[config.mk]
export PLATFORM = sky130hd
export DESIGN_NAME = lavm_emit
export DESIGN_NICKNAME = d
export VERILOG_FILES = /design/src/hw/rtl/lavm_pkg.sv /design/src/hw/rtl/lavm_emit.sv
export SDC_FILE = /design/constraint.sdc
export NUM_CORES = 1
export LEC_CHECK = 0
export ABC_AREA = 1
export CORE_AREA = 2 2 157 159
export DETAILED_ROUTE_END_ITERATION = 10
export DIE_AREA = 0 0 159 161
export DONT_BUFFER_PORTS = 1
export PLACE_DENSITY = 0.7
export SYNTH_ARGS = -nofsm -noshare
export SYNTH_HDL_FRONTEND = slang
export SYNTH_SLANG_ARGS = --single-unit
export TNS_END_PERCENT = 50
[constraint.sdc]
create_clock -name clk -period 2.6 [get_ports clk]
set_input_delay 0.39 -clock clk [delete_from_list [all_inputs] [get_ports clk]]
set_output_delay 0.39 -clock clk [all_outputs]
set_load 0.1 [all_outputs]
[src/hw/rtl/lavm_pkg.sv]
// shared types, widths and rounding helpers for the look-at view matrix block
package lavm_pkg;

  localparam int FRAC_BITS = 16;
  localparam int VEC_W = FRAC_BITS + 34;
  localparam int EW = FRAC_BITS + 3;
  localparam int P_W = 66;
  localparam int ACC_W = 62;
  localparam int LEN_W = 31;
  localparam int Q_W = FRAC_BITS + 1;
  localparam int NUM_W = FRAC_BITS + 31;
  localparam int CNT_W = 5;
  localparam int QUEUE_DEPTH = 2;

  typedef struct packed {
    logic [2:0][31:0] eye;
    logic [2:0][31:0] target;
    logic [2:0][31:0] up_hint;
  } item_t;

  typedef struct packed {
    logic degenerate;
    logic [2:0][2:0][EW-1:0] el;
    logic [2:0][31:0] w;
  } rows_t;

  function automatic logic signed [P_W-1:0] round_shift(input logic signed [P_W-1:0] x);
    logic [P_W-1:0] mag;
    mag = x[P_W-1] ? P_W'(-x) : P_W'(x);
    mag = (mag + (P_W'(1) << (FRAC_BITS - 1))) >> FRAC_BITS;
    return x[P_W-1] ? $signed(P_W'(-mag)) : $signed(mag);
  endfunction

  function automatic logic [31:0] sat32(input logic signed [P_W-1:0] x);
    logic signed [P_W-1:0] hi;
    logic signed [P_W-1:0] lo;
    hi = $signed({{(P_W-31){1'b0}}, {31{1'b1}}});
    lo = $signed({{(P_W-31){1'b1}}, {31{1'b0}}});
    if (x > hi) begin
      return 32'h7fffffff;
    end else if (x < lo) begin
      return 32'h80000000;
    end
    return x[31:0];
  endfunction

endpackage

[src/hw/rtl/lavm_emit.sv]
// output side: holds one finished matrix and sends its four rows on consecutive cycles
module lavm_emit import lavm_pkg::*; (
  input  logic        clk,
  input  logic        rst,
  input  logic        load,
  input  rows_t       rows,
  output logic        busy,
  output logic        strobe,
  output logic [1:0]  row_index,
  output logic [31:0] elem_a,
  output logic [31:0] elem_b,
  output logic [31:0] elem_c,
  output logic [31:0] elem_w,
  output logic        degenerate,
  output logic        last_row
);

  rows_t      data;
  logic       active;
  logic [1:0] cnt;

  function automatic logic [31:0] ext32(input logic [EW-1:0] x);
    return {{(32-EW){x[EW-1]}}, x};
  endfunction

  assign busy       = active;
  assign strobe     = active;
  assign row_index  = cnt;
  assign last_row   = (cnt == 2'd3);
  assign degenerate = data.degenerate;

  always_comb begin
    if (cnt == 2'd3) begin
      elem_a = '0;
      elem_b = '0;
      elem_c = '0;
      elem_w = 32'(1) << FRAC_BITS;
    end else if (data.degenerate) begin
      elem_a = '0;
      elem_b = '0;
      elem_c = '0;
      elem_w = '0;
    end else begin
      elem_a = ext32(data.el[cnt][0]);
      elem_b = ext32(data.el[cnt][1]);
      elem_c = ext32(data.el[cnt][2]);
      elem_w = data.w[cnt];
    end
  end

  always_ff @(posedge clk) begin
    if (load) begin
      data <= rows;
    end
    if (rst) begin
      active <= 1'b0;
      cnt    <= 2'd0;
    end else if (load) begin
      active <= 1'b1;
      cnt    <= 2'd0;
    end else if (active) begin
      cnt <= cnt + 1'b1;
      if (cnt == 2'd3) begin
        active <= 1'b0;
      end
    end
  end

endmodule

==> reports/results.ini, run 1 <==
[status]
status = did not finish
stop_stage = 4_1_cts
stop_error = [ERROR RSZ-0060] Max buffer count reached.

[floorplan]
die_h_microns = 161
die_w_microns = 159
initial_utilization_pct = 46.2
num_rows = 57
ios = 405

[logic_synthesis]
async_flop_share_pct = 0
syn_nets = 1183
syn_inst = 911
ys_types = 19
synth_seq_cells = 271
synth-edff-count = 268
ys_warn_count = 0
avgSynthCellArea_sq_um = 12.1
ys_top_cells_by_area = edfxtp_1, nand2_1, nor2_1
synth_top_flop_cell = edfxtp_1
yosys.area.top_type = edfxtp_1
ys_seq_area_share_pct = 73.3
synth_top_cell_area_share_pct = 72.8
synthTopCellsByCount = edfxtp_1, nand2_1, nor2_1
synth.most_common_cell = edfxtp_1
netlist_area_sq_um = 11100

[place]
finalWeightedCongestion = 0.869
portBuffers = 0
dp_hpwl_mm = 17.9
place_area_sq_um = 13600

[clock_network]
h-tree-depth = 1
cts.sinks = 271
postCtsSetupRepairBufs = 10
root_buffer = clkbuf_16
holdBufCountCts = 267
cts_buffers = 29
clk_path_buf_depth = 3
cts_resized = 30

==> logic make-up after synthesis <==
kind of cell	synth area share, %
AO/OA/AOI/OAI	4.14
adder cells (fa/ha/maj)	0.113
buffers and inverters	4.95
flip-flops	73.3
AND/OR/NAND/NOR	17.5
==> metrics by stage <==
step,std cells,setup WS (ns),TNS [ns]
after global placement,1260,0.108,0
after detailed placement,1260,0.0835,0
after floorplan,911,-0.551,-54.72
==> run 2, diff against run 1 <==
CORE_AREA = unset   (was 2 2 157 159)
CORE_MARGIN = 2   (was unset)
CORE_UTILIZATION = 35   (was unset)
DIE_AREA = unset   (was 0 0 159 161)
PLACE_DENSITY = unset   (was 0.7)
PLACE_DENSITY_LB_ADDON = 0.15   (was unset)
==> run 2 against run 1 <==
Effect of this change:
- the flow now finishes, with violations (negative setup slack)
- synthesized cell count is the same
- synthesized area is the same
==> reports/results.ini, run 2 <==
[logic_synthesis]
yosys.area.top_type = edfxtp_1
synth_top_cell_area_share_pct = 72.8
synth_seq_cells = 271
syn_nets = 1183
ys_warn_count = 0
syn_inst = 911
netlist_area_sq_um = 11100
synth-edff-count = 268
ys_seq_area_share_pct = 73.3
ys_top_cells_by_area = edfxtp_1, nand2_1, nor2_1
ys_types = 19
async_flop_share_pct = 0
synth_top_flop_cell = edfxtp_1
synthTopCellsByCount = edfxtp_1, nand2_1, nor2_1
avgSynthCellArea_sq_um = 12.1
synth.most_common_cell = edfxtp_1

[finish]
layout-drive-gt1-share_pct = 20.5
top_register = data
syn2layout_area_growth_pct = 58.3
largest_register_ffs = 267
instances_no_fill = 1684
layout_common_cells = dlygate4sd3_1, edfxtp_1, nand2_1, nor2_1, buf_12
fin_nets = 1527
final_common_cell = dlygate4sd3_1

[sta]
slew_headroom_pct = 32.9
slew_viol_final = 0
fmax_mhz = 324
finalCritPeriodShare_pct = 119
setup_viol = 54
finalHoldViolations = 0
worst_pin_slew_ns = 1.00
holdWs_ns = 0.0473
finalCriticalPeriod_ns = 3.08
setup_ws_ns = -0.482
fin_skew_ns = 0.000160
grt_setup_unrepaired = true

[grt]
grt_pass1_vias = 8343
antenna_found_initial = 4
grt_use_total_pct = 18.7
grt_max_degree = 271
grt-ovfl-total = 0
grt_pass1_wl_mm = 47.7

[worst_setup_path]
path_buf_inv = 3
cp_slowest_cell = buf_16
path_cells = ha_4, inv_4, nand2_8, a21oi_4, buf_16, buf_16
cp.arrival_ns = 2.69
crit_family = buffers and inverters
crit_start = row_index[0]$_SDFFE_PP0P_
required_ns = 2.21
critPathCaptureType = primary output
crit_top_cell = buf_16
path_class = reg -> out
worstPathMaxFanout = 11
reg2reg_from = busy$_SDFF_PP0_
cpPeakStageDelay_ns = 0.82
startpoint_type = register

[power_and_ir_drop]
leakagePower_uw = 0.00639
p_sw_uw = 4030
seqPwrFrac_pct = 42.4
switching_share_pct = 32.3
ir_drop_mv = 0.745
clockPowerShare_pct = 31.0
power_density_nw_per_um2 = 711
p_int_uw = 8420
comb_power_share_pct = 26.6

[clock_network]
cts.sinks = 271
cts_tree = built
root_buffer = clkbuf_16
cts_buffers = 30
clock_latency_ns = 0.57
h-tree-depth = 1
clk_path_buf_depth = 3
clkSlewWorstSetupHoldPaths_ns = 0.06

[floorplan]
die_h_microns = 182
die_w_microns = 182
dieArea_sq_um = 33000
ios = 405
num_rows = 65
initial_utilization_pct = 35.3
coreArea_sq_um = 31300

[place]
finalWeightedCongestion = 0.768
portBuffers = 0
dp.cells = 1347
dp_hpwl_mm = 18.8

[routing]
firstDrtPassIters = 6
routed_wl_mm = 32.6
routedWlPerCell_microns = 19.3
drcViolationCount = 0
drtAntennaViolNets = 0
viasPerCell = 4.67
drt-initial-drc-count = 392
vias = 7869

[status]
status = finished, violations left
violations = negative setup slack

[worst_hold_path]
hold_class = in -> reg
holdCritStartpoint = load

[job]
maxCapViolCount = 0

-- run 2: cell counts after synthesis --
No cell type changed its count.
-- run 2: what timing repair did --
action / 4_1_cts / 5_1_grt
gates resized for setup: 23 / 23
setup endpoints to repair: 118 / 114
setup buffers: 1 / 0
hold buffers: 269 / 6
hold endpoints to repair: 539 / 19
cloned: 0 / 2
pin swaps: 1 / 0
-- run 2: final cells by class --
type	count	area, sq um
diodes	4	10.0
clock buffers	46	811
clock inverters	9	72.6
fillers	2510	13800
inverters	7	31.3
multi-input cells	546	2940
flip-flops and latches	271	8120
well taps	402	503
repair buffers	399	5030
-- run 2: power by group through the flow --
stage | sequential, uW | combinational (uW) | clock, uW
floorplan | 5360 | 2240 | 0
global placement | 5360 | 2870 | 0
detailed placement | 5370 | 2870 | 0
CTS | 5280 | 3250 | 3960
global route | 5310 | 3430 | 4120
finish | 5280 | 3310 | 3860
-- run 2: cell families (layout without fill, tap and decap cells) --
family,count (synthesis),count (layout),synth area share [%]
fa+ha+maj,1,1,0.113
flops,271,271,73.3
buf+inv,94,461,4.95
simple gates,454,454,17.5
compound gates,91,91,4.14
other cells,0,4,0
-- run 2: through the flow --
step                setup slack (ns)  util, %  TNS [ns]  total power, uW  area [sq um]
global placement              -0.100     43.5     -2.51             8230         13600
detailed placement            -0.137     43.5     -4.62             8240         13600
floorplan                     -0.551        -    -54.72             7600         11800
finish                        -0.482     55.9     -8.05            12400         17500
CTS                           -0.496     55.2    -38.93            12500         17300
global route                  -0.554     55.9    -20.09            12900         17500
-- run 2: path summary, 6_finish.rpt --
check | cells past startpoint | to | slack, ns
worst max-delay path | 6 | elem_b[29] | -0.48
worst min-delay path | 0 | data[190]$_DFFE_PP_ | 0.05
worst max register to register | 3 | row_index[1]$_SDFFE_PP0P_ | 1.24
worst min register to register | 3 | row_index[1]$_SDFFE_PP0P_ | 0.67
-- run 2: layer usage --
layer / GRT usage, % / part of all wire [%] / vias up
met1: 22.2 / 40 / 3773
met2: 33.2 / 51 / 305
met3: 4.21 / 6.0 / 54
met4: 6.63 / 3.1 / 0
met5: 0 / 0 / -
li1: - / - / 3737
Note: power is estimated with default switching activity, not from simulation.
==> run 3, diff against run 2 <==
==> constraint.sdc (replaced) <==
create_clock -name clk -period 2.6 [get_ports clk]
set_input_delay 0.26 -clock clk [delete_from_list [all_inputs] [get_ports clk]]
set_output_delay 0.26 -clock clk [all_outputs]
set_load 0.1 [all_outputs]
==> run 3 against run 2 <==
Effect of this change:
- the run ends with negative hold slack left
- wire length rose by 1.5%
- clock skew barely moved
- via count rose by 1.2%
==> reports/results.ini, run 3 (same netlist as run 2, synthesis figures left out) <==
[status]
status = finished, violations left
violations = negative hold slack

[grt]
antenna_found_initial = 4
grt_use_total_pct = 19.5
grt_pass1_vias = 8624
grt_max_degree = 271
grt_pass1_wl_mm = 49.2
grt-ovfl-total = 0

[worst_setup_path]
path_cells = ha_4, clkinvlp_4, nand2_8, a21oi_4, clkbuf_16, buf_16
rrSetupSlack_ns = 0.94
reg2reg_depth = 4
cpPeakStageDelay_ns = 0.44
reg2reg_from = busy$_SDFF_PP0_
startpoint_type = register
worstPathMaxFanout = 10
required_ns = 2.34
cp.arrival_ns = 2.29
path_class = reg -> out
cp_slowest_cell = clkbuf_16
critPathCaptureType = primary output
r2r_end = busy$_SDFF_PP0_

[floorplan]
die_w_microns = 182
die_h_microns = 182
ios = 405
initial_utilization_pct = 35.3
num_rows = 65
dieArea_sq_um = 33000
coreArea_sq_um = 31300

[power_and_ir_drop]
p_int_uw = 8780
seqPwrFrac_pct = 41.1
power_density_nw_per_um2 = 727
comb_power_share_pct = 25.9
ir_drop_mv = 0.606
leakagePower_uw = 0.00647
p_sw_uw = 4070
switching_share_pct = 31.6
clockPowerShare_pct = 33.0

[routing]
firstDrtPassIters = 4
drt-initial-drc-count = 371
routed_wl_mm = 33.1
vias = 7965
drcViolationCount = 0
drtAntennaViolNets = 0
viasPerCell = 4.72
routedWlPerCell_microns = 19.6

[worst_hold_path]
hold_class = in -> reg
min_path_cells = 0
hold_end = data[23]$_DFFE_PP_
holdCritStartpoint = load

[place]
dp_hpwl_mm = 19.2
finalWeightedCongestion = 0.776
place_ws_ns = 0.275
portBuffers = 0
place_area_sq_um = 13700

[sta]
grt_setup_unrepaired = true
finalCritPeriodShare_pct = 98.2
finalHoldViolations = 29
worst_pin_slew_ns = 0.791
fmax_mhz = 392
setup_viol = 0
final.setup.tns_ns = 0
holdWs_ns = -0.189
setup_ws_ns = 0.0461
slew_headroom_pct = 47.5
finalCriticalPeriod_ns = 2.55
fin_skew_ns = 0.000210
slew_viol_final = 0

[finish]
final_common_cell = dlygate4sd3_1
top_register = data
layout_common_cells = dlygate4sd3_1, edfxtp_1, nand2_1, nor2_1, buf_12
largest_register_ffs = 267
layout-drive-gt1-share_pct = 21.4
utilization_pct = 56.4
fin_nets = 1529
final_cell_area_sq_um = 17700
syn2layout_area_growth_pct = 59.7

[clock_network]
cts_buffers = 31
clkSlewWorstSetupHoldPaths_ns = 0.06
root_buffer = clkbuf_16
h-tree-depth = 1
cts_tree = built
cts.sinks = 271
clock_latency_ns = 0.56
clk_path_buf_depth = 3
holdBufCountCts = 271

[job]
maxCapViolCount = 0

-- run 3: final cells by class --
class,instances,area (sq um)
clock inverter,21,190
tap,402,503
timing repair buffer,400,5070
clock buffer,36,795
sequential,271,8120
inverter,7,35.0
antenna,5,12.5
multi-input combinational,546,2950
fill,2484,13600
-- run 3: metrics by stage --
stage	cells	total power, uW
after global placement	1341	8280
final	1688	12900
after floorplan	911	7540
after detailed placement	1341	8290
after global routing	1686	13300
after CTS	1677	13000
-- run 3: timing repair --
action,in CTS,in global routing
cloned,1,1
pin swaps,4,1
endpoints found under the hold margin,539,268
endpoints found under the setup margin,98,65
gates resized for setup,13,9
setup buffers,7,5
-- run 3: worst max-delay path, delay by kind of cell (launching register included) --
kind / cells / cell delay [ns]
adders and majority gates: 1 / 0.18
AOI/OAI and AO/OA: 1 / 0.16
buffers and inverters: 3 / 0.86
DFF: 1 / 0.40
and+or+nand+nor: 1 / 0.11
-- run 3: how the worst max path moves through the flow --
stage	start	end	slack [ns]	depth (start not counted)
after floorplan	degenerate$_DFFE_PP_	elem_a[11]	-0.42	4
after global placement	row_index[0]$_SDFFE_PP0P_	elem_a[5]	0.28	6
after detailed placement	row_index[0]$_SDFFE_PP0P_	elem_a[5]	0.27	6
after CTS	row_index[0]$_SDFFE_PP0P_	elem_c[18]	-0.02	6
after global routing	row_index[0]$_SDFFE_PP0P_	elem_c[25]	-0.02	5
final	row_index[0]$_SDFFE_PP0P_	elem_c[18]	0.05	6
-- run 3: per-layer routing --
layer | wire length, microns | vias to the layer above | track usage [%]
met5 | 0 | - | 0
met4 | 1010 | 0 | 6.50
met3 | 2220 | 72 | 5.01
met2 | 16900 | 325 | 34.9
met1 | 13000 | 3828 | 22.8
li1 | - | 3740 | -
-- run 3: power groups by stage --
stage                     logic, uW  registers [uW]  clock network [uW]
after CTS                      3330            5270                4360
after global placement         2920            5360                   0
after global routing           3450            5300                4550
final                          3330            5280                4240
after floorplan                2180            5360                   0
after detailed placement       2920            5370                   0
