[config.mk]
export PLATFORM = sky130hd
export DESIGN_NAME = lavm_front
export DESIGN_NICKNAME = d
export VERILOG_FILES = /design/src/hw/rtl/lavm_pkg.sv /design/src/hw/rtl/lavm_front.sv
export SDC_FILE = /design/constraint.sdc
export NUM_CORES = 1
export LEC_CHECK = 0
export BUFFER_PORTS_ARGS = -buffer_cell sky130_fd_sc_hd__buf_2
export CAP_MARGIN = 5
export CORE_AREA = 2 2 224 226
export DETAILED_ROUTE_END_ITERATION = 7
export DIE_AREA = 0 0 226 228
export GPL_TIMING_DRIVEN = 0
export PLACE_DENSITY = 0.77
export REMOVE_ABC_BUFFERS = 1
export SYNTH_ARGS = -nofsm -noshare
export SYNTH_HDL_FRONTEND = slang
export SYNTH_SLANG_ARGS = --single-unit
export TNS_END_PERCENT = 50
[constraint.sdc]
create_clock -name clk -period 14.35 [get_ports clk]
set_clock_uncertainty 0.2 [all_clocks]
set_input_delay 0.7175 -clock clk [delete_from_list [all_inputs] [get_ports clk]]
set_output_delay 0.7175 -clock clk [all_outputs]
set_load 0.05 [all_outputs]
[src/hw/rtl/lavm_pkg.sv]
// shared types, widths and rounding helpers for the look-at view matrix block
package lavm_pkg;

  localparam int FRAC_BITS = 16;
  localparam int VEC_W = FRAC_BITS + 34;
  localparam int EW = FRAC_BITS + 3;
  localparam int P_W = 66;
  localparam int ACC_W = 62;
  localparam int LEN_W = 31;
  localparam int Q_W = FRAC_BITS + 1;
  localparam int NUM_W = FRAC_BITS + 31;
  localparam int CNT_W = 5;
  localparam int QUEUE_DEPTH = 2;

  typedef struct packed {
    logic [2:0][31:0] eye;
    logic [2:0][31:0] target;
    logic [2:0][31:0] up_hint;
  } item_t;

  typedef struct packed {
    logic degenerate;
    logic [2:0][2:0][EW-1:0] el;
    logic [2:0][31:0] w;
  } rows_t;

  function automatic logic signed [P_W-1:0] round_shift(input logic signed [P_W-1:0] x);
    logic [P_W-1:0] mag;
    mag = x[P_W-1] ? P_W'(-x) : P_W'(x);
    mag = (mag + (P_W'(1) << (FRAC_BITS - 1))) >> FRAC_BITS;
    return x[P_W-1] ? $signed(P_W'(-mag)) : $signed(mag);
  endfunction

  function automatic logic [31:0] sat32(input logic signed [P_W-1:0] x);
    logic signed [P_W-1:0] hi;
    logic signed [P_W-1:0] lo;
    hi = $signed({{(P_W-31){1'b0}}, {31{1'b1}}});
    lo = $signed({{(P_W-31){1'b1}}, {31{1'b0}}});
    if (x > hi) begin
      return 32'h7fffffff;
    end else if (x < lo) begin
      return 32'h80000000;
    end
    return x[31:0];
  endfunction

endpackage

[src/hw/rtl/lavm_front.sv]
// input side: accepts transactions into a short queue ahead of the compute sequencer
module lavm_front import lavm_pkg::*; (
  input  logic  clk,
  input  logic  rst,
  input  logic  start,
  input  item_t item_in,
  output logic  busy,
  input  logic  pop,
  output item_t head,
  output logic  avail
);

  item_t      q [QUEUE_DEPTH];
  logic       wr_ptr;
  logic       rd_ptr;
  logic [1:0] count;
  logic       push;

  assign busy  = (count == 2'(QUEUE_DEPTH));
  assign push  = start && !busy;
  assign avail = (count != 2'd0);
  assign head  = q[rd_ptr];

  always_ff @(posedge clk) begin
    if (push) begin
      q[wr_ptr] <= item_in;
    end
    if (rst) begin
      wr_ptr <= 1'b0;
      rd_ptr <= 1'b0;
      count  <= 2'd0;
    end else begin
      if (push) begin
        wr_ptr <= !wr_ptr;
      end
      if (pop && avail) begin
        rd_ptr <= !rd_ptr;
      end
      count <= count + 2'(push) - 2'(pop && avail);
    end
  end

endmodule

; ---- After elaboration in Yosys (flattened, before gate mapping)
; Memories as Yosys holds them, arrays and structs flattened. A register that Yosys moved wholly into a read port is not among the register bits.
; Cells that the tools add are included.
[totals]
ff_bits = 4
latch_bits = 0
ramBits = 576
mem_bits_ro = 0
input_bits = 292
n_memories = 1
[memory_table]
columns = memory, depth, width, rd, rd_clocked_by_memory_dff, write_ports, line
row1 = q, 2, 288, 1, 1, 1, lavm_front.sv:13  ; item_t q [QUEUE_DEPTH];
[classes]
add_sub_neg = 2
mul = 0
div = 0
order_cmp = 0
n_eq_ne = 1
n_shift = 0
n_mux = 4
bitwise = 0
n_reduce_logical = 6
[op_table]
columns = operator, count
row1 = $mux 1, 4
row2 = $logic_not 1->1, 3
row3 = $add 2x1->2, 1
row4 = $eq 2x2->1 const B, 1
row5 = $logic_and 1x1->1, 2
row6 = $reduce_bool 2->1, 1
row7 = $sub 2x1->2, 1

; ---- Depth between registers and ports, before layout
; Gate-level depths: netlist (run 1).
[depth]
word_depth = 5
ltp_mapped = 8
mapped_depth_nobuf = 8

; ---- Worst setup path after synthesis (run 1)
; Ideal clock, no wire load.
[synth_timing]
path_kind = input port to flip-flop
startpoint = in start
endpoint = mem q[1][0] in the netlist's numbering (enable)
setup_time_ns = 0.688
t_arrival_ns = 7.320
required_ns = 13.462
setup_slack_ns = 6.143
cell_stages = 1
path_cell_list = and3_1
[synth_between]
elab_chain_len = 3
[synth_rtl]
columns = element, line
row1 = from (decl), lavm_front.sv:5  ; input logic start,
row2 = $logic_and 1x1->1, lavm_front.sv:20  ; assign push = start && !busy;
row3 = $mux 1, lavm_front.sv:25  ; if (push) begin
row4 = $mux 1 (implied by the code), lavm_front.sv:26  ; q[wr_ptr] <= item_in;
row5 = to (decl), lavm_front.sv:13
; No other way between the ends.

==> flow_metrics.env, run 1 <==
export IMPL_cts_made_buffers=59
export IMPL_hold_ws_ns=0.113
export IMPL_hold_class="in2reg"
export IMPL_drive_gt1_share_pct=60.6
export IMPL_gr_usage_all_layers_pct=17.1
export IMPL_vias=10900
export IMPL_grtUsageMet2_pct=29.8
export IMPL_seq_area_mm2=0.0174
export IMPL_netlist_area_mm2=0.0218
export IMPL_place_hpwl_mm=31.1
export IMPL_slowest_stage="dfxtp_4"
export IMPL_fillCellCount=3772
export IMPL_synth_seq_area_share_pct=79.6
export IMPL_grt_pass1_wl_mm=66.2
export IMPL_ys_warn_count=0
export IMPL_max_cap_viol_count=0
export IMPL_synth_area_top_cells="edfxtp_1 79%, mux2_4 14%, mux2_2 4.5%"
export IMPL_drc_errors=0
export IMPL_synth_cell_types=20
export IMPL_cts_resized_gates=0
export IMPL_drtAntennaViolNets=0
export IMPL_die_x_um=226
export IMPL_worstPathRequired_ns=13.43
export IMPL_drtIter0Drc=662
export IMPL_slew_limit_headroom_pct=42.8
export IMPL_avgSynthCellArea_um2=23.7
export IMPL_layout_min_cycle_time_ns=4.20
export IMPL_die_h_um=228
export IMPL_ir_drop_mv=0.130
export IMPL_dieArea_mm2=0.0515
export IMPL_cp_max_fo=51
export IMPL_grtUsageMet1_pct=18.5
export IMPL_cts_sinks=581
export IMPL_clk_root_buffer_cell="clkbuf_16"
export IMPL_grt_start_max_net_pins=118
export IMPL_htree_levels=2
export IMPL_multi_input_area_mm2=0.00412
export IMPL_portBuffers=581
export IMPL_vias_per_cell=4.79
export IMPL_hold_depth=1
export IMPL_r2r_start="count[0]$_SDFF_PP0_"
export IMPL_grt_setup_unrepaired="false"
export IMPL_netlist_instances=922
export IMPL_worstReg2RegEnd="q[0][112]$_DFFE_PP_"
export IMPL_p_leak_nw=10.6
export IMPL_antenna_found_initial=16
export IMPL_status="complete, no violations"
export IMPL_final_hold_violation_count=0
export IMPL_initial_utilization_pct=44.3
export IMPL_synth_top_area_share_pct=79.2
export IMPL_min_period_over_period_pct=29.3
export IMPL_use_met3_pct=6.89
export IMPL_final_cell_mix="581 x buf_2, 576 x edfxtp_1, 201 x mux2_4, 87 x mux2_2, 61 x clkbuf_16"
export IMPL_postCtsSetupBuffers=0
export IMPL_cp_end_kind="output port"
export IMPL_crit_path_cell_trace="buf_16, buf_16, buf_16, mux2_4, buf_2"
export IMPL_layout_commonest_cell="buf_2"
export IMPL_drtPass1Iterations=4
export IMPL_place_ws_ns=10.75
export IMPL_wl_per_cell_um=20.2
export IMPL_ios=582
export IMPL_max_freq_mhz=238
export IMPL_clk_pin_slew_ns=0.06
export IMPL_ff2ff_path_depth=5
export IMPL_cts_hold_fix_buffers=0
export IMPL_nNetsFinal=1837
export IMPL_cts_tree="done"
export IMPL_ys_seq_elements=581
export IMPL_clk_latency_ns=0.58
export IMPL_cts_path_max_buffers=3
export IMPL_worst_setup_path_type="reg2out"
export IMPL_coreArea_mm2=0.0493
export IMPL_power_density_mw_per_mm2=201
export IMPL_max_stage_delay_ns=0.91
export IMPL_rows=82
export IMPL_rrSetupSlack_ns=11.75
export IMPL_place_gp_congestion=0.776
export IMPL_cp_endpoint="head[135]"
export IMPL_min_from="item_in[61]"
export IMPL_cp_common_cell="buf_16"
export IMPL_drv_slew=0
export IMPL_overflow=0
export IMPL_place_area_mm2=0.0256
export IMPL_synth_top_area_cell="edfxtp_1"
export IMPL_start_kind="register"
export IMPL_worst_pin_slew_ns=0.859
export IMPL_finalWirelength_mm=45.9
export IMPL_design_area_mm2=0.0274
export IMPL_synthToLayoutAreaGrowth_pct=25.5
export IMPL_setup_violations=0
export IMPL_arrival_ns=3.28
export IMPL_grt_pass1_vias=11400
export IMPL_top_usage_layer="met2"
export IMPL_finalWorstSetupSlack_ns=10.15
-- worst min path at each step --
stage,to,slack [ns]
finish,q[0][61]$_DFFE_PP_,0.11
floorplan,wr_ptr$_SDFFE_PP0N_,0.25
global route,q[0][211]$_DFFE_PP_,0.07
global placement,wr_ptr$_SDFFE_PP0N_,0.28
detailed placement,wr_ptr$_SDFFE_PP0N_,0.29
CTS,q[0][96]$_DFFE_PP_,0.07
-- Yosys cell counts --
master    count
edfxtp_1    576
nand2_1       1
buf_2         6
or2_2         1
and3_1        1
xor2_1        1
mux2_2       87
dfxtp_1       5
inv_1         4
o21ai_0       1
mux2_4      201
or3_1         1
nor2b_1       1
nand2b_1      1
xnor2_1       2
o21a_1        1
a21oi_1       1
buf_6        26
ha_1          2
nor2_1        3
-- per-stage QoR --
step / TNS [ns] / instances / util (%) / power, mW
final: 0 / 2267 / 55.6 / 5.51
after global routing: 0 / 2266 / 55.6 / 5.69
after CTS: 0 / 2260 / 55.5 / 5.57
after detailed placement: 0 / 2154 / 51.9 / 4.12
after global placement: -239.54 / 2143 / 51.2 / 4.60
after floorplan: 0 / 890 / - / 3.97
-- where the power goes --
part / switching (mW) / internal (mW)
clock network: 0.606 / 0.828
logic: 1.32 / 0.582
registers: 0.0701 / 2.11
total: 2.00 / 3.52
-- worst max-delay path, delay by kind of cell, from the launching register on --
family,cells,cell delay (ns)
flip-flops,1,0.91
multiplexers,1,0.37
buffers and inverters,4,1.27
-- logic make-up (layout without fill, tap and decap cells) --
group / count (synthesis) / count (layout) / synth area share, %
flip-flops: 581 / 581 / 79.6
other: 0 / 7 / 0
adder cells (fa/ha/maj): 2 / 2 / 0.115
multiplexers: 288 / 288 / 18.3
XOR/XNOR: 3 / 3 / 0.120
buffers and inverters: 36 / 702 / 1.55
AND/OR/NAND/NOR: 9 / 9 / 0.212
AO/OA/AOI/OAI: 3 / 3 / 0.0801
-- sequential cells by signal, summed over array words and instances, names as in the netlist, named ones only --
register,count
q,576
wr_ptr,1
count,2
rd_ptr,1
-- metal layers --
metal / wire (um) / share of wire, %
met4: 1300 / 2.8
met3: 4290 / 9.4
met5: 103 / 0.22
met2: 23500 / 51
met1: 16700 / 36
-- layout make-up --
class	instances	area share (%)
Clock buffer	74	5.74
Tap cell	672	3.07
Multi-Input combinational cell	305	15.0
Sequential cell	581	63.4
Inverter	4	0.0821
Timing Repair Buffer	592	11.7
Clock inverter	32	0.871
Antenna cell	7	0.0639
Power figures use the tool's default switching activity.
==> run 2: changes to the inputs <==
--- a/config.mk
+++ b/config.mk
@@ -11,7 +11,7 @@
 export DETAILED_ROUTE_END_ITERATION = 7
 export DIE_AREA = 0 0 226 228
 export GPL_TIMING_DRIVEN = 0
-export PLACE_DENSITY = 0.77
+export PLACE_DENSITY = 0.8
 export REMOVE_ABC_BUFFERS = 1
 export SYNTH_ARGS = -nofsm -noshare
 export SYNTH_HDL_FRONTEND = slang
==> constraint.sdc (replaced) <==
create_clock -name clk -period 3.7 [get_ports clk]
set_clock_uncertainty 0.2 [all_clocks]
set_input_delay 0.185 -clock clk [delete_from_list [all_inputs] [get_ports clk]]
set_output_delay 0.185 -clock clk [all_outputs]
set_load 0.05 [all_outputs]
==> run 2 against run 1 <==
Hold slack worse by 0.0072 ns. Combinational power grew to 4.1 times the previous value. Via count up 15%. Setup slack worse by 9.9 ns. Highest routed layer unchanged.
==> flow_metrics.env, run 2 (synthesis gave the netlist of run 1 again) <==
export IMPL_hold_class="in2reg"
export IMPL_cts_tree="done"
export IMPL_cp_end_kind="output port"
export IMPL_ir_drop_mv=0.660
export IMPL_finalWirelength_mm=55.5
export IMPL_design_area_mm2=0.0303
export IMPL_cts_sinks=581
export IMPL_dieArea_mm2=0.0515
export IMPL_drive_gt1_share_pct=51.1
export IMPL_drtPass1Iterations=4
export IMPL_setup_violations=0
export IMPL_final_hold_violation_count=0
export IMPL_clk_root_buffer_cell="clkbuf_16"
export IMPL_largest_reg_flops=576
export IMPL_power_density_mw_per_mm2=717
export IMPL_die_x_um=226
export IMPL_cp_common_cell="buf_16"
export IMPL_max_freq_mhz=294
export IMPL_stdcell_count=2557
export IMPL_place_gp_congestion=0.772
export IMPL_timing_setup_tns_ns=0
export IMPL_rows=82
export IMPL_biggestRegsByFlops="q (576), count (2)"
export IMPL_grt_start_max_net_pins=123
export IMPL_coreArea_mm2=0.0493
export IMPL_layout_commonest_cell="buf_2"
export IMPL_p_leak_nw=11.8
export IMPL_grt_setup_unrepaired="false"
export IMPL_grt_pass1_wl_mm=80.4
export IMPL_clk_latency_ns=0.59
export IMPL_cts_path_max_buffers=3
export IMPL_p_total_mw=21.7
export IMPL_synthToLayoutAreaGrowth_pct=38.5
export IMPL_final_cell_mix="581 x buf_2, 576 x edfxtp_1, 293 x dlygate4sd3_1, 201 x mux2_4, 87 x mux2_2"
export IMPL_arrival_ns=3.02
export IMPL_nNetsFinal=2129
export IMPL_grt_pass1_vias=13800
export IMPL_worstPathRequired_ns=3.31
export IMPL_start_kind="register"
export IMPL_ios=582
export IMPL_slew_limit_headroom_pct=36.5
export IMPL_slowest_stage="dfxtp_4"
export IMPL_gr_usage_all_layers_pct=20.7
export IMPL_clk_pin_slew_ns=0.07
export IMPL_r2r_start="count[0]$_SDFF_PP0_"
export IMPL_place_area_mm2=0.0256
export IMPL_die_h_um=228
export IMPL_dpl_cell_count=2154
export IMPL_vias=12500
export IMPL_min_period_over_period_pct=92.0
export IMPL_cts_made_buffers=58
export IMPL_min_from="item_in[62]"
export IMPL_layout_min_cycle_time_ns=3.40
export IMPL_drtIter0Drc=704
export IMPL_htree_levels=2
export IMPL_place_hpwl_mm=31.2
export IMPL_worst_setup_path_type="reg2out"
export IMPL_max_stage_delay_ns=0.98
export IMPL_drtAntennaViolNets=0
export IMPL_portBuffers=581
export IMPL_drv_slew=0
export IMPL_status="complete, no violations"
export IMPL_crit_path_cell_trace="buf_16, buf_16, mux2_2, buf_2"
export IMPL_worst_pin_slew_ns=0.953
export IMPL_wl_per_cell_um=21.7
export IMPL_drc_errors=0
export IMPL_antenna_found_initial=7
export IMPL_initial_utilization_pct=44.3
export IMPL_postCtsSetupBuffers=0
export IMPL_regMostFlops="q"
export IMPL_utilization_pct=61.3
export IMPL_overflow=0
export IMPL_vias_per_cell=4.87
export IMPL_max_cap_viol_count=0
export IMPL_cp_max_fo=54
-- run 2: cell count changes in the layout (fill, tap and decap cells not counted), sizes merged --
cell         change
clkbuf           -2
clkinv           -1
dlygate4sd3    +293
bufinv           -2
diode            -1
inv              +2
clkinvlp         +1
-- run 2: cell type report --
class	count	area (um^2)
Timing Repair Buffer	885	6140
Clock buffer	72	1530
Antenna cell	6	15.0
Tap cell	672	841
Fill cell	3268	19100
Clock inverter	32	200
Inverter	4	22.5
Sequential cell	581	17400
Multi-Input combinational cell	305	4120
-- run 2: worst paths after layout --
path | end | slack (ns) | cells past startpoint
worst max-delay path | head[273] | 0.30 | 4
worst min-delay path | q[1][62]$_DFFE_PP_ | 0.11 | 2
worst min register to register | wr_ptr$_SDFFE_PP0N_ | 0.35 | 2
worst max register to register | q[0][117]$_DFFE_PP_ | 0.92 | 5
-- run 2: through the flow --
| stage | hold slack, ns | setup slack, ns |
|---|---|---|
| final | 0.106 | 0.297 |
| after CTS | 0.0591 | 0.261 |
| after floorplan | 0.0541 | -7.45 |
| after global placement | 0.172 | -11.23 |
| after global routing | 0.0848 | 0.158 |
| after detailed placement | 0.176 | 0.919 |
-- run 2: power by group --
group | switching (mW) | internal [mW] | total, mW
Clock | 2.47 | 3.00 | 5.46
Combinational | 5.28 | 2.47 | 7.75
Sequential | 0.320 | 8.17 | 8.49
Total | 8.06 | 13.6 | 21.7
-- run 2: repair_timing --
action / in CTS / in global routing
endpoints found under the setup margin: 0 / 0
resized for setup: 0 / 0
hold buffers: 293 / 0
endpoints found under the hold margin: 581 / 0
-- run 2: critical path: cells and delay by family, from the launching register on --
kind / cells / cell delay (ns)
muxes: 1 / 0.39
buffers and inverters: 3 / 0.96
DFF: 1 / 0.98
-- run 2: per-layer routing --
metal	vias up	global-route usage [%]	routed length (um)	share of wire [%]
met1	6169	23.0	20000	36
met2	601	36.4	28500	51
met3	167	5.41	4350	7.8
met4	2	10.9	2670	4.8
li1	5526	-	-	-
met5	-	0	13	0.023
